===== src/hw/rtl/sps_pkg.sv =====
// sps_pkg: shared types and constants for the support-point search block
// payload structs, vertex and cell packet types, op and register codes
// no dependencies
package sps_pkg;

  // default store depth
  localparam int SPS_MAX_VERTICES = 1024;

  // exact three-term dot product of q8.8 values fits in 33 signed bits
  localparam int DOT_W = 33;

  // operation codes of an input item
  typedef enum logic [1:0] {
    OP_CLEAR = 2'd0,
    OP_LOAD  = 2'd1,
    OP_QUERY = 2'd2
  } op_t;

  // configuration register indexes
  localparam logic [1:0] CFG_OFFSET_X = 2'd0;
  localparam logic [1:0] CFG_OFFSET_Y = 2'd1;
  localparam logic [1:0] CFG_OFFSET_Z = 2'd2;

  typedef struct packed {
    logic [1:0]         op;
    logic signed [15:0] coord_x;
    logic signed [15:0] coord_y;
    logic signed [15:0] coord_z;
  } in_item_t;

  typedef struct packed {
    logic signed [15:0] point_x;
    logic signed [15:0] point_y;
    logic signed [15:0] point_z;
    logic               store_empty;
  } out_item_t;

  typedef struct packed {
    logic signed [15:0] x;
    logic signed [15:0] y;
    logic signed [15:0] z;
  } vertex_t;

  // packet handed from one dot-product cell to the next
  typedef struct packed {
    logic                    vld;
    vertex_t                 vtx;
    logic signed [DOT_W-1:0] psum;
  } cell_pkt_t;

  // sequencer states
  typedef enum logic [1:0] {
    S_IDLE,
    S_SCAN,
    S_DRAIN,
    S_DONE
  } state_t;

endpackage


===== src/hw/rtl/sps_argmax.sv =====
// sps_argmax: running maximum over the dot products leaving the cell chain
// keeps the earliest vertex on ties
// depends on sps_pkg
module sps_argmax
  import sps_pkg::*;
(
  input  logic      clk,
  input  logic      rst_n,
  input  logic      start,
  input  cell_pkt_t pkt_i,
  output logic      have,
  output vertex_t   best_vtx
);

  logic                    have_r;
  logic signed [DOT_W-1:0] best_dot_r;
  vertex_t                 best_vtx_r;
  logic                    take;

  // strictly greater replaces, so the first of equals stays
  assign take = pkt_i.vld && (!have_r || (pkt_i.psum > best_dot_r));

  always_ff @(posedge clk) begin
    if (!rst_n) begin
      have_r <= 1'b0;
    end else if (start) begin
      have_r <= 1'b0;
    end else if (pkt_i.vld) begin
      have_r <= 1'b1;
    end
  end

  always_ff @(posedge clk) begin
    if (take) begin
      best_dot_r <= pkt_i.psum;
      best_vtx_r <= pkt_i.vtx;
    end
  end

  assign have     = have_r;
  assign best_vtx = best_vtx_r;

endmodule


===== config.mk =====
export PLATFORM = sky130hd
export DESIGN_NAME = sps_argmax
export DESIGN_NICKNAME = d
export VERILOG_FILES = /design/src/hw/rtl/sps_pkg.sv /design/src/hw/rtl/sps_argmax.sv
export SDC_FILE = /design/constraint.sdc
export NUM_CORES = 1
export LEC_CHECK = 0
export BUFFER_PORTS_ARGS = -buffer_cell sky130_fd_sc_hd__buf_2
export CAP_MARGIN = 0
export CORE_MARGIN = 4
export CORE_UTILIZATION = 35
export CTS_CLUSTER_DIAMETER = 60
export CTS_CLUSTER_SIZE = 8
export DETAILED_ROUTE_END_ITERATION = 8
export MAX_ROUTING_LAYER = met4
export PLACE_DENSITY_LB_ADDON = 0.1
export REMOVE_ABC_BUFFERS = 1
export SYNTH_ARGS = -nofsm -noshare
export SYNTH_HDL_FRONTEND = slang
export SYNTH_SLANG_ARGS = --single-unit

===== constraint.sdc =====
create_clock -name clk -period 8.9 [get_ports clk]
set_input_delay 0.89 -clock clk [delete_from_list [all_inputs] [get_ports clk]]
set_output_delay 0.89 -clock clk [all_outputs]
set_load 0.05 [all_outputs]

==> Word-level counts from Yosys, hierarchy flattened <==
Cells that the tools add are included.
{ "totals": {"reg_bits": 82, "in_bits": 85, "output_inout_bits": 49, "wordCells": 11} }
{ "op_classes": {"order_cmp": 1, "bitwise_logic": 1, "n_reduce_logical": 4} }
{ "op_table": {"columns": ["op", "count"], "rows": [
  ["$gt 33x33->1", 1],
  ["$reduce_or 2->1", 1],
  ["$logic_and 1x1->1", 1],
  ["$logic_not 1->1", 1],
  ["$logic_or 1x1->1", 1],
  ["$not 1->1", 1]
]} }

==> Logic depth before layout (Yosys ltp) <==
{ "depth": {"depth_word": 3, "ltp_mapped": 8, "ltp_nobuf": 8} }

==> Worst setup path before layout <==
Ideal clock, no wire load.
{ "synth_path": {"kind": "input port to flip-flop", "start": "input pkt_i[24] (netlist name)", "end": "register best_dot_r[0] (enable)", "setup_time_ns": 0.555, "arrival_ns": 6.110, "required_time_ns": 8.345, "slack_ns": 2.234, "cell_stages": 7, "n_path_buf": 0, "cell_sequence": "ha_1 nand4_1 nor4_1 nand4b_1 o211ai_1 a21oi_1 o221ai_1"} }
{ "synth_via": {"elab_chain_cells": 3} }
{ "synth_lines": {"columns": ["element", "line", "rtl"], "rows": [
  ["start, declared", "sps_argmax.sv:10", "input cell_pkt_t pkt_i,"],
  ["$gt 33x33->1", "sps_argmax.sv:21", "assign take = pkt_i.vld && (!have_r || (pkt_i.psum > best_dot_r));"],
  ["$logic_or 1x1->1", "sps_argmax.sv:21", null],
  ["$logic_and 1x1->1", "sps_argmax.sv:21", null],
  ["named net take", "sps_argmax.sv:18", "logic take;"],
  ["end signal, assigned", "sps_argmax.sv:35", "best_dot_r <= pkt_i.psum;"],
  ["end, declared", "sps_argmax.sv:16", "logic signed [DOT_W-1:0] best_dot_r;"]
]} }
The timed path passes the listed nets, and every way through them passes these cells.
A chain may end at the register's enable or synchronous reset.

==> Final worst setup path <==
{ "layout_path": {"start": "input pkt_i[22] (netlist name)", "end": "register best_dot_r[11] (enable)"} }
The elaborated chain is that of the path after synthesis.

==> impl_metrics.json <==
{
  "ys_seq_area_share_pct": 73.66,
  "slew-limit-headroom_pct": 64.57,
  "cpPeakStageDelay_ps": 480,
  "r2r_cells": 9,
  "switching_power_uw": 297.6,
  "synthToLayoutAreaGrowth_pct": 31.15,
  "clk_pin_slew_ps": 80,
  "synthTopCellsByArea": "edfxtp_1 (73%), ha_1 (12%), inv_1 (3.8%)",
  "dp_hpwl_mm": 5.062,
  "hold_viol": 0,
  "path_cells": "buf_2, ha_1, a21o_1, a21o_1, a2111oi_2, o211ai_1, or3_1, o221ai_4, buf_4",
  "seqCellArea_sq_um": 2452,
  "combPwrFrac_pct": 21.9,
  "postSynthAreaPerCell_sq_um": 16.01,
  "insertion_delay_ps": 350,
  "synth_common_cells": "edfxtp_1 (81), inv_1 (34), ha_1 (33), a21oi_1 (12), nand2_1 (10)",
  "internal-power_uw": 634.6,
  "first_pass_iters": 4,
  "path_common_cell": "a21o_1",
  "fill_cells": 861,
  "p_leak_nw": 1.975,
  "nets": 472,
  "synth_top_area_share_pct": 73.06,
  "ys.flop_type": "edfxtp_1",
  "seqPwrFrac_pct": 52.1,
  "rows": 35,
  "antenna_cells": 0,
  "start_util_pct": 36.03,
  "first_global_vias": 2131,
  "powerDensity_nw_per_um2": 213.5,
  "grt_max_degree": 42,
  "async_flop_share_pct": 0,
  "synth_edf_count": 81,
  "yosysTopAreaCell": "edfxtp_1",
  "r2r_end": "best_dot_r[11]",
  "io_pins": 134,
  "h-tree-depth": 3,
  "antenna_found_initial": 0,
  "max_freq_mhz": 319.0,
  "min_period_over_period_pct": 35.22,
  "crit_fanout": 41,
  "portBuffers": 133,
  "ctsResizeCount": 0,
  "swShare_pct": 31.93,
  "grt_pass1_wl_mm": 10.51,
  "cts_hold_buf": 0,
  "status": "finished clean",
  "drt_wl_total_mm": 6.673,
  "coreArea_sq_um": 9240,
  "min_to": "have",
  "timing.setup.tns_ps": 0,
  "clock_skew_ps": 9.996,
  "tightest_slew_ps": 531.4,
  "ys_seq_elements": 82,
  "final_cell_count_no_fill": 488,
  "rsz0062_at_grt": "false",
  "die_h_um": 105.5,
  "p_clk_share_pct": 26.0,
  "hold_path_depth": 2,
  "viasPerCell": 4.365,
  "cts_tree": "yes",
  "drc": 0,
  "syn_inst": 208,
  "slew_viol_final": 0,
  "rr_startpoint": "best_dot_r[22]",
  "post-place-cells": 472,
  "yosys.cell_count.top_type": "edfxtp_1",
  "die_area_sq_um": 11140,
  "wl_per_cell_um": 13.67,
  "root_buffer": "clkbuf_8",
  "power.total_uw": 932.2,
  "grt_overflow_total": 0,
  "cts_setup_buffers": 0,
  "vias": 2130,
  "dp_slack_ps": 5390,
  "layout-drive-gt1-share_pct": 42.34,
  "finalCriticalPeriod_ps": 3134,
  "critPathKind": "primary input to flip-flop",
  "ir_worst_vdd_mv": 0.07562,
  "syn_area_sq_um": 3329,
  "finalWorstSetupSlack_ps": 5766,
  "multi_input_area_sq_um": 767.0,
  "hold_path_class": "flip-flop to flip-flop",
  "antenna_violating_nets_post_route": 0,
  "die-width_um": 105.5,
  "critical_path_required_ps": 8880,
  "endpoint_kind": "flip-flop",
  "min_from": "have",
  "drv_cap": 0,
  "cts_buffers": 9,
  "rrSetupSlack_ps": 6060,
  "setup_violations": 0,
  "critPathArrivalTime_ps": 3120,
  "grt_use_total_pct": 12.56,
  "gp_congestion": 0.7495,
  "clock_path_buffers": 2,
  "post_synth_num_cell_types": 22,
  "start_kind": "primary input",
  "slowest_stage": "buf_4",
  "cts_sinks": 82,
  "ys.warnings.count": 0,
  "drt_iter0_markers": 63
}
[sequential cells by signal (all words and copies together), names as in the netlist]
name and cells:
best_dot_r 33, have 1, best_vtx 48
[cells in the final DEF (no fill, tap or decap), drive strengths merged]
| master | count |
|---|---|
| clkinvlp | 2 |
| a21oi | 12 |
| a221oi | 1 |
| nor3 | 4 |
| a211oi | 1 |
| ha | 33 |
| nor2 | 3 |
| buf | 135 |
| or3 | 2 |
| nor4 | 2 |
| o21ai | 2 |
| nor3b | 1 |
| nand2 | 10 |
| nand4b | 1 |
| o221ai | 1 |
| inv | 35 |
| a221o | 1 |
| nand3 | 6 |
| clkinv | 4 |
| nand4 | 5 |
| edfxtp | 81 |
| a2111oi | 1 |
| clkbuf | 9 |
| o211ai | 2 |
| dfxtp | 1 |
| a21o | 4 |
[routing by layer]
metal / share of wire, % / vias to the layer above / track usage [%]
met3: 8.3 / 9 / 4.103
met4: 1.5 / 0 / 4.440
li1: - / 1073 / -
met5: 0 / - / -
met2: 44 / 88 / 19.44
met1: 46 / 960 / 15.53
[final cells by class]
type	count	area share (%)
clock buffer	9	2.837
clock inverter	7	1.232
inverter	34	2.923
multi-input combinational	92	17.56
sequential	82	56.16
tap	129	3.696
timing repair buffer	135	15.59
[worst max path at each step]
stage,startpoint,to,cells past startpoint
floorplan,pkt_i[24],best_dot_r[0],7
global placement,pkt_i[22],best_vtx[29],9
detailed placement,pkt_i[22],best_vtx[10],9
CTS,pkt_i[22],best_vtx[43],9
global route,pkt_i[22],best_dot_r[2],9
finish,pkt_i[22],best_dot_r[11],9
[logic make-up (layout without fill, tap and decap cells)]
kind of cell    Yosys count  in the layout  share of synthesized area, %
buf+inv                  34            185                         3.833
simple gates             34             34                         5.149
compound gates           25             25                         4.961
fa+ha+maj                33             33                         12.40
flops                    82             82                         73.66
[power groups by stage]
stage / logic [mW] / registers (mW) / clock network (mW)
2_1_floorplan: 0.0577 / 0.590 / 0
3_3_place_gp: 0.207 / 0.494 / 0
3_5_place_dp: 0.207 / 0.496 / 0
4_1_cts: 0.208 / 0.487 / 0.255
5_1_grt: 0.223 / 0.490 / 0.275
6_report: 0.204 / 0.486 / 0.242
[metrics by stage]
stage / util (%) / hold WS, ps / instance area [sq um]
final: 47.26 / 565.3 / 4367
after CTS: 47.26 / 564.8 / 4367
after global placement: 45.34 / 553.1 / 4189
after floorplan: - / 717.0 / 3329
after global routing: 47.26 / 582.8 / 4367
after detailed placement: 45.34 / 544.7 / 4189
[worst max-delay path: cells and delay by family]
| family | cells | cell delay, ps |
|---|---|---|
| AOI/OAI and AO/OA | 5 | 950 |
| adders and majority gates | 1 | 300 |
| and+or+nand+nor | 1 | 370 |
| buffers and inverters | 2 | 590 |
No activity file was read; power rests on OpenSTA's default activity.
