### src/hw/rtl/sps_pkg.sv
// sps_pkg: shared types and constants for the support-point search block
// payload structs, vertex and cell packet types, op and register codes
// no dependencies
package sps_pkg;

  // default store depth
  localparam int SPS_MAX_VERTICES = 1024;

  // exact three-term dot product of q8.8 values fits in 33 signed bits
  localparam int DOT_W = 33;

  // operation codes of an input item
  typedef enum logic [1:0] {
    OP_CLEAR = 2'd0,
    OP_LOAD  = 2'd1,
    OP_QUERY = 2'd2
  } op_t;

  // configuration register indexes
  localparam logic [1:0] CFG_OFFSET_X = 2'd0;
  localparam logic [1:0] CFG_OFFSET_Y = 2'd1;
  localparam logic [1:0] CFG_OFFSET_Z = 2'd2;

  typedef struct packed {
    logic [1:0]         op;
    logic signed [15:0] coord_x;
    logic signed [15:0] coord_y;
    logic signed [15:0] coord_z;
  } in_item_t;

  typedef struct packed {
    logic signed [15:0] point_x;
    logic signed [15:0] point_y;
    logic signed [15:0] point_z;
    logic               store_empty;
  } out_item_t;

  typedef struct packed {
    logic signed [15:0] x;
    logic signed [15:0] y;
    logic signed [15:0] z;
  } vertex_t;

  // packet handed from one dot-product cell to the next
  typedef struct packed {
    logic                    vld;
    vertex_t                 vtx;
    logic signed [DOT_W-1:0] psum;
  } cell_pkt_t;

  // sequencer states
  typedef enum logic [1:0] {
    S_IDLE,
    S_SCAN,
    S_DRAIN,
    S_DONE
  } state_t;

endpackage

### src/hw/rtl/sps_dot_cell.sv
// sps_dot_cell: one cell of the dot-product chain, handles one axis
// multiplies its coordinate by the direction and adds to the partial sum
// depends on sps_pkg
module sps_dot_cell
  import sps_pkg::*;
#(
  parameter int AXIS = 0
) (
  input  logic      clk,
  input  logic      rst_n,
  input  vertex_t   dir,
  input  cell_pkt_t pkt_i,
  output cell_pkt_t pkt_o,
  output logic      busy
);

  logic signed [15:0] vc;
  logic signed [15:0] dc;
  logic signed [31:0] prod_nxt;

  logic                    a_vld_r;
  vertex_t                 a_vtx_r;
  logic signed [DOT_W-1:0] a_psum_r;
  logic signed [31:0]      a_prod_r;

  logic                    b_vld_r;
  vertex_t                 b_vtx_r;
  logic signed [DOT_W-1:0] b_psum_r;
  logic signed [DOT_W-1:0] b_psum_nxt;

  // pick this cell's axis
  always_comb begin
    case (AXIS)
      0: begin
        vc = pkt_i.vtx.x;
        dc = dir.x;
      end
      1: begin
        vc = pkt_i.vtx.y;
        dc = dir.y;
      end
      default: begin
        vc = pkt_i.vtx.z;
        dc = dir.z;
      end
    endcase
  end

  assign prod_nxt = vc * dc;

  // first stage: product
  always_ff @(posedge clk) begin
    if (!rst_n) begin
      a_vld_r <= 1'b0;
    end else begin
      a_vld_r <= pkt_i.vld;
    end
    a_vtx_r  <= pkt_i.vtx;
    a_psum_r <= pkt_i.psum;
    a_prod_r <= prod_nxt;
  end

  // second stage: accumulate into the partial sum
  assign b_psum_nxt = a_psum_r + $signed({{(DOT_W-32){a_prod_r[31]}}, a_prod_r});

  always_ff @(posedge clk) begin
    if (!rst_n) begin
      b_vld_r <= 1'b0;
    end else begin
      b_vld_r <= a_vld_r;
    end
    b_vtx_r  <= a_vtx_r;
    b_psum_r <= b_psum_nxt;
  end

  assign pkt_o.vld  = b_vld_r;
  assign pkt_o.vtx  = b_vtx_r;
  assign pkt_o.psum = b_psum_r;
  assign busy       = a_vld_r | b_vld_r;

endmodule

### config.mk
export PLATFORM = sky130hd
export DESIGN_NAME = sps_dot_cell
export DESIGN_NICKNAME = d
export VERILOG_FILES = /design/src/hw/rtl/sps_pkg.sv /design/src/hw/rtl/sps_dot_cell.sv
export SDC_FILE = /design/constraint.sdc
export NUM_CORES = 1
export LEC_CHECK = 0
export ABC_AREA = 1
export BUFFER_PORTS_ARGS = -buffer_cell sky130_fd_sc_hd__buf_2
export CAP_MARGIN = 5
export CORE_ASPECT_RATIO = 1.25
export CORE_MARGIN = 2
export CORE_UTILIZATION = 60
export CTS_CLUSTER_DIAMETER = 60
export DETAILED_ROUTE_END_ITERATION = 10
export GPL_TIMING_DRIVEN = 0
export PLACE_DENSITY_LB_ADDON = 0.08
export SLEW_MARGIN = 20
export SYNTH_ARGS = -nofsm -noshare
export SYNTH_HDL_FRONTEND = slang
export SYNTH_SLANG_ARGS = --single-unit
### constraint.sdc
create_clock -name clk -period 7.35 [get_ports clk]
set_input_delay 0.735 -clock clk [delete_from_list [all_inputs] [get_ports clk]]
set_output_delay 0.735 -clock clk [all_outputs]
set_load 0.02 [all_outputs]
### After elaboration in Yosys (flattened, before gate mapping)

Index checks and enable logic that the tools add are counted.
W data, S select, Z words.

* $mul: 1
* $add $sub $neg: 1
* bitwise logic cells: 1

Operator list (count)
* $add A33 B32 Y33: 1
* $mul A16 B16 Y32: 1
* $or A1 B1 Y1: 1

* register bits after elaboration: 196
* output and inout bits: 83
* word-level logic and storage cells: 14
* bits of input ports: 132

### Depth between registers and ports, before layout

Gate-level depths: netlist of the first run.

* depth after elaboration: 1
* mapped depth: 26
* depth with buffers taken out: 24

### Worst setup path after synthesis of the first run

OpenSTA, ideal clock, no wires.

* kind: input-to-reg
* start point: in dir[37] in the netlist's numbering
* end point: reg a_prod_r[30]
* buffers on the path: 2
* library setup time: 112 ps
* data required time: 7238 ps
* setup slack: 1550 ps
* arrival time: 5688 ps
* stages on the path: 20
* cells stage by stage: clkbuf_1 -> clkbuf_1 -> nand2_1 -> fa_1 -> inv_1 -> fa_1 -> inv_1 -> fa_1 -> fa_1 -> fa_1 -> fa_1 -> inv_1 -> ha_1 -> nand2_1 -> nor3_1 -> nand2_1 -> nor3_1 -> nand2_1 -> nand3_1 -> nand2_1

* word-level cells in the longest chain between the ends: 1

Ends and longest elaborated chain
* start: declaration: line sps_dot_cell.sv:11 `input vertex_t dir,`
* $mul A16 B16 Y32: line sps_dot_cell.sv:49 `assign prod_nxt = vc * dc;`
* via prod_nxt[30]: line sps_dot_cell.sv:19 `logic signed [31:0] prod_nxt;`
* end signal: assignment: line sps_dot_cell.sv:60 `a_prod_r <= prod_nxt;`
* end: declaration: line sps_dot_cell.sv:24 `logic signed [31:0] a_prod_r;`

The timed path passes the listed nets, and every way through them passes these cells.
A chain may end at the register's enable or synchronous reset.

### Final worst setup path of the first run

* start point: in dir[38] in the netlist's numbering
* end point: reg a_prod_r[25]

Same word-level chain as after synthesis.

==> flow_metrics.env, run 1 <==
export IMPL_status="finished, final reports clean"
export IMPL_setup_violations=0
export IMPL_grt_pass1_vias=14700
export IMPL_grt_pass1_wl_um=71300
export IMPL_hold_viol_final=0
export IMPL_critPathLaunchType="input port"
export IMPL_h_tree_depth=4
export IMPL_gp_congestion=0.957
export IMPL_fp_row_count=69
export IMPL_clock_sinks=196
export IMPL_ys_seq_area_frac=0.229
export IMPL_io_pin_count=215
export IMPL_ys_ff_latch=196
export IMPL_synth_area_leader_cell="fa_1"
export IMPL_slowest_delay_ns=0.81
export IMPL_dpl_cell_count=2689
export IMPL_synth_edf_count=0
export IMPL_die_height_um=193
export IMPL_cp_required_ns=7.69
export IMPL_synth_top_area_frac=0.307
export IMPL_worstPathMaxFanout=10
export IMPL_core_um2=28300
export IMPL_cts_tree="built"
export IMPL_grt_overflow_total=0
export IMPL_ant_nets=0
export IMPL_crit_buf_inv=5
export IMPL_relSlewSlack=0.513
export IMPL_syn_area_um2=17200
export IMPL_post_cts_setup_buffers=0
export IMPL_ys_types=28
export IMPL_clock_tree_root_cell="clkbuf_16"
export IMPL_critPathSlowestCell="fa_1"
export IMPL_final_cell_count_no_fill=2721
export IMPL_cp_common_cell="fa_1"
export IMPL_fin_nets=2862
export IMPL_syn2layout_area_growth_pct=11.3
export IMPL_grt_total_usage=0.313
export IMPL_clk_latency_ns=0.46
export IMPL_drt_wl_total_um=44600
export IMPL_crit_arrival_ns=6.87
export IMPL_cts_inserted_buffers=17
export IMPL_hold_buffers=0
export IMPL_worstSetupPathType="in2reg"
export IMPL_path_cells="clkbuf_1, clkbuf_1, nand2_1, fa_1, inv_1, fa_1, fa_1, fa_1, fa_1, inv_1, fa_1, inv_1, ha_1, nand2_1, nor3_1, nand3_1, nand4_1, nand2_1"
export IMPL_diodes=0
export IMPL_synth_async_sr_flop_share=0
export IMPL_yosys_warnings=0
export IMPL_crit_path_end_kind="flip-flop"
export IMPL_synth_flop_cell="dfxtp_1"
export IMPL_clk_pin_slew_ns=0.09
export IMPL_initial_core_util=0.606
export IMPL_syn_inst=2167
export IMPL_first_pass_iters=8
export IMPL_die_area_um2=30000
export IMPL_synth_commonest_cells="nand2_1, inv_1, fa_1, dfxtp_1, ha_1"
export IMPL_hold_path_class="reg2reg"
export IMPL_drt_initial_drc_count=679
export IMPL_dp_hpwl_um=37500
export IMPL_yosysMostFrequentCell="nand2_1"
export IMPL_io_buffers=167
export IMPL_drive_gt1_frac=0.0976
export IMPL_finClkSkew_ns=0.0159
export IMPL_grt_max_degree=26
export IMPL_antenna_found_initial=0
export IMPL_synth_nets=2676
export IMPL_finalMaxSlewViolations=0
export IMPL_vias_per_cell=5.08
export IMPL_period_share=0.888
export IMPL_vias=13800
export IMPL_worst_pin_slew_ns=0.731
export IMPL_grt_setup_unrepaired="no"
export IMPL_synth_top_cells_by_area="fa_1, dfxtp_1, nand2_1, inv_1, ha_1"
export IMPL_tns_ns=0
export IMPL_cts_resized=0
export IMPL_fmax_mhz=153
export IMPL_post_route_min_period_ns=6.53
export IMPL_path_delay_family="adder cells"
export IMPL_avgSynthCellArea_um2=7.92
export IMPL_reg2reg_slack_ns=5.19
export IMPL_drc=0
export IMPL_clk_path_buf_depth=2
export IMPL_wl_per_cell_um=16.4
export IMPL_die_w_um=155
export IMPL_maxCapViolations=0
[registers in the layout, indices dropped and copies added (netlist names)]
register / cells
a_prod_r: 32
pkt_o: 48
a_vtx_r: 48
b_psum_r: 33
b_vld_r: 1
a_vld_r: 1
a_psum_r: 33
[path summary, 6_finish.rpt]
check,start,end,cells past startpoint
hold reg to reg,a_vtx_r[31]$_DFF_P_,pkt_o[64]$_DFF_P_,0
setup reg to reg,a_prod_r[0]$_DFF_P_,b_psum_r[28]$_DFF_P_,13
hold / removal,a_vtx_r[31]$_DFF_P_,pkt_o[64]$_DFF_P_,0
setup / recovery,dir[38],a_prod_r[25]$_DFF_P_,18
[final cells by class]
class / instances / area (um^2)
Multi-Input combinational cell: 1327 / 10800
Tap cell: 355 / 444
Fill cell: 2443 / 9210
Clock inverter: 15 / 234
Timing Repair Buffer: 167 / 836
Inverter: 585 / 2200
Buffer: 59 / 225
Sequential cell: 196 / 3920
Clock buffer: 17 / 425
[stage by stage]
| step | utilization | setup WS (ns) | hold slack [ns] | cell area (um^2) |
|---|---|---|---|---|
| after detailed placement | 0.652 | 0.414 | 0.312 | 18500 |
| after global placement | 0.652 | 0.452 | 0.310 | 18500 |
| after global routing | 0.675 | 0.500 | 0.333 | 19100 |
| final | 0.675 | 0.824 | 0.326 | 19100 |
| after CTS | 0.675 | 0.880 | 0.327 | 19100 |
| after floorplan | - | 1.55 | 0.310 | 17200 |
[cells by family after synthesis]
kind of cell,synth area share
AO/OA/AOI/OAI,0.0230
XOR/XNOR,0.0173
adder cells (fa/ha/maj),0.390
buffers and inverters,0.141
flip-flops,0.229
AND/OR/NAND/NOR,0.200
[worst register-to-register path, stage by stage (launching register included)]
cell and delay, ns:
dfxtp_1 0.32, ha_1 0.22, inv_1 0.08, fa_1 0.40
inv_1 0.11, nand3_1 0.07, nand3_1 0.14, nand2_1 0.07
nand2_1 0.18, nand2_1 0.07, nand2_1 0.17, nand2_1 0.10
nand3_1 0.08, nand2_1 0.06
[layer usage]
| metal | vias up | track usage | wire length (um) |
|---|---|---|---|
| met5 | - | 0 | 0 |
| met1 | 6589 | 0.321 | 16200 |
| met2 | 439 | 0.611 | 23800 |
| met3 | 168 | 0.0422 | 1780 |
| li1 | 6616 | - | - |
| met4 | 0 | 0.175 | 2740 |
[placed cells by master (no fill, tap or decap), drive strengths merged]
master  count
inv       596
dfxtp     196
nor2       89
nor3       18
nand2     625
a21o        1
nand3      82
ha        114
nand4      19
fa        263
a21oi      45
clkbuf     75
buf       168
and2        3
xor2       31
o21bai     13
or2         5
nand3b      2
xnor2       3
o21ai      12
clkinv      4
and3        2
Power of run 1 is left out: the tool's default activity adds up to more than one toggle a clock period on the data nets, which glitch-free logic cannot reach.
==> inputs of run 2 (changes only) <==
CORE_UTILIZATION = 54   (was 60)
PLACE_DENSITY_LB_ADDON = 0.12   (was 0.08)
clock period = 5.9 ns   (was 7.35 ns; I/O delays follow)
==> flow_metrics.env, run 2 (synthesized netlist as in run 1, its figures left out) <==
export IMPL_finalMaxSlewViolations=0
export IMPL_fillers=2965
export IMPL_maxCapViolations=0
export IMPL_die_w_um=163
export IMPL_grt_pass1_vias=14400
export IMPL_tns_ns=0
export IMPL_final_cell_mix="nand2_1, inv_1, fa_1"
export IMPL_drt_initial_drc_count=873
export IMPL_vias=13600
export IMPL_cts_tree="built"
export IMPL_crit_buf_inv=6
export IMPL_setup_violations=0
export IMPL_slowest_delay_ns=0.51
export IMPL_final_area_um2=19200
export IMPL_path_delay_family="adder cells"
export IMPL_drive_gt1_frac=0.117
export IMPL_fin_nets=2853
export IMPL_grt_overflow_total=0
export IMPL_core_um2=31600
export IMPL_final_common_cell="nand2_1"
export IMPL_hold_path_class="in2reg"
export IMPL_period_share=0.982
export IMPL_clock_sinks=196
export IMPL_io_buffers=167
export IMPL_die_height_um=203
export IMPL_cp_required_ns=6.25
export IMPL_syn2layout_area_growth_pct=12.0
export IMPL_io_pin_count=215
export IMPL_relSlewSlack=0.572
export IMPL_h_tree_depth=4
export IMPL_worstPathMaxFanout=10
export IMPL_grt_pass1_wl_um=71100
export IMPL_grt_max_degree=26
export IMPL_hold_viol_final=0
export IMPL_crit_path_end_kind="flip-flop"
export IMPL_drt_wl_total_um=43800
export IMPL_first_pass_iters=6
export IMPL_ant_nets=0
export IMPL_wl_per_cell_um=15.8
export IMPL_vias_per_cell=4.92
export IMPL_status="finished, final reports clean"
export IMPL_drc=0
export IMPL_antenna_found_initial=0
export IMPL_post_route_min_period_ns=5.79
export IMPL_finClkSkew_ns=0.0125
export IMPL_fp_row_count=73
export IMPL_cts_inserted_buffers=17
export IMPL_clock_tree_root_cell="clkbuf_16"
export IMPL_hold_buffers=0
export IMPL_clk_path_buf_depth=2
export IMPL_fmax_mhz=173
export IMPL_initial_core_util=0.543
export IMPL_path_cells="clkbuf_1, clkbuf_2, nand2_1, fa_1, fa_1, inv_1, fa_1, fa_1, fa_1, inv_1, fa_1, inv_1, ha_1, nand2_1, inv_1, nand2_1, nor2_1, nand4_1, nand4_1, nand2_1"
export IMPL_dpl_cell_area_um2=18500
export IMPL_critPathLaunchType="input port"
export IMPL_worstSetupPathType="in2reg"
export IMPL_clk_pin_slew_ns=0.09
export IMPL_grt_total_usage=0.281
export IMPL_worst_pin_slew_ns=0.642
export IMPL_critPathSlowestCell="fa_1"
export IMPL_clk_latency_ns=0.46
export IMPL_gp_congestion=0.943
export IMPL_grt_setup_unrepaired="no"
export IMPL_die_area_um2=33200
export IMPL_diodes=0
export IMPL_crit_arrival_ns=6.14
export IMPL_cp_common_cell="fa_1"
export IMPL_dp_hpwl_um=37200
## run 2: area by class of cell
type / instances / area [um^2] / share of cell area
Buffer: 48 / 233 / 0.0121
Multi-Input combinational cell: 1327 / 10900 / 0.564
Tap cell: 412 / 515 / 0.0268
Sequential cell: 196 / 3920 / 0.204
Clock buffer: 17 / 425 / 0.0221
Timing Repair Buffer: 169 / 851 / 0.0442
Inverter: 585 / 2200 / 0.114
Clock inverter: 15 / 238 / 0.0124
## run 2: path summary, 6_finish.rpt
kind,from,endpoint,slack (ns),cells past startpoint
min,pkt_i[37],a_vtx_r[4]$_DFF_P_,0.22,1
min reg2reg,a_vtx_r[31]$_DFF_P_,pkt_o[64]$_DFF_P_,0.33,0
max reg2reg,a_psum_r[0]$_DFF_P_,b_psum_r[28]$_DFF_P_,3.80,13
max,dir[45],a_prod_r[22]$_DFF_P_,0.11,20
## run 2: metrics by stage
| step | setup WS [ns] | utilization | cells | hold WS [ns] |
|---|---|---|---|---|
| after floorplan | 0.245 | - | 2167 | 0.310 |
| after global placement | -0.850 | 0.586 | 2746 | 0.310 |
| after detailed placement | -0.930 | 0.586 | 2746 | 0.312 |
| after CTS | 0.00676 | 0.607 | 2771 | 0.189 |
| after global routing | 0.00387 | 0.609 | 2769 | 0.191 |
| final | 0.109 | 0.609 | 2769 | 0.217 |
## run 2: worst reg2reg max path, cell delays in order, from the launching register on
cell and delay, ns:
dfxtp_1 0.32, ha_1 0.19, inv_1 0.07, fa_1 0.40, inv_1 0.11, nand3_1 0.07
nand3_1 0.13, nand2_1 0.07, nand2_1 0.19, nand2_1 0.08, nand2_1 0.15, nand2_1 0.10
nand3_1 0.08, nand2_1 0.05
## run 2: per-layer routing
metal | vias to the layer above | routed length, um | track usage
met5 | - | 0 | 0
met4 | 0 | 2350 | 0.143
met3 | 128 | 2210 | 0.0366
met2 | 420 | 22800 | 0.527
met1 | 6478 | 16400 | 0.307
li1 | 6597 | - | -
## run 2: repair_timing
item	CTS	global route
pin swaps	0	1
gates resized for setup	18	49
setup endpoints to repair	19	17
buffers inserted	0	2
gates cloned	0	0
Power of run 2 is left out for the same reason.
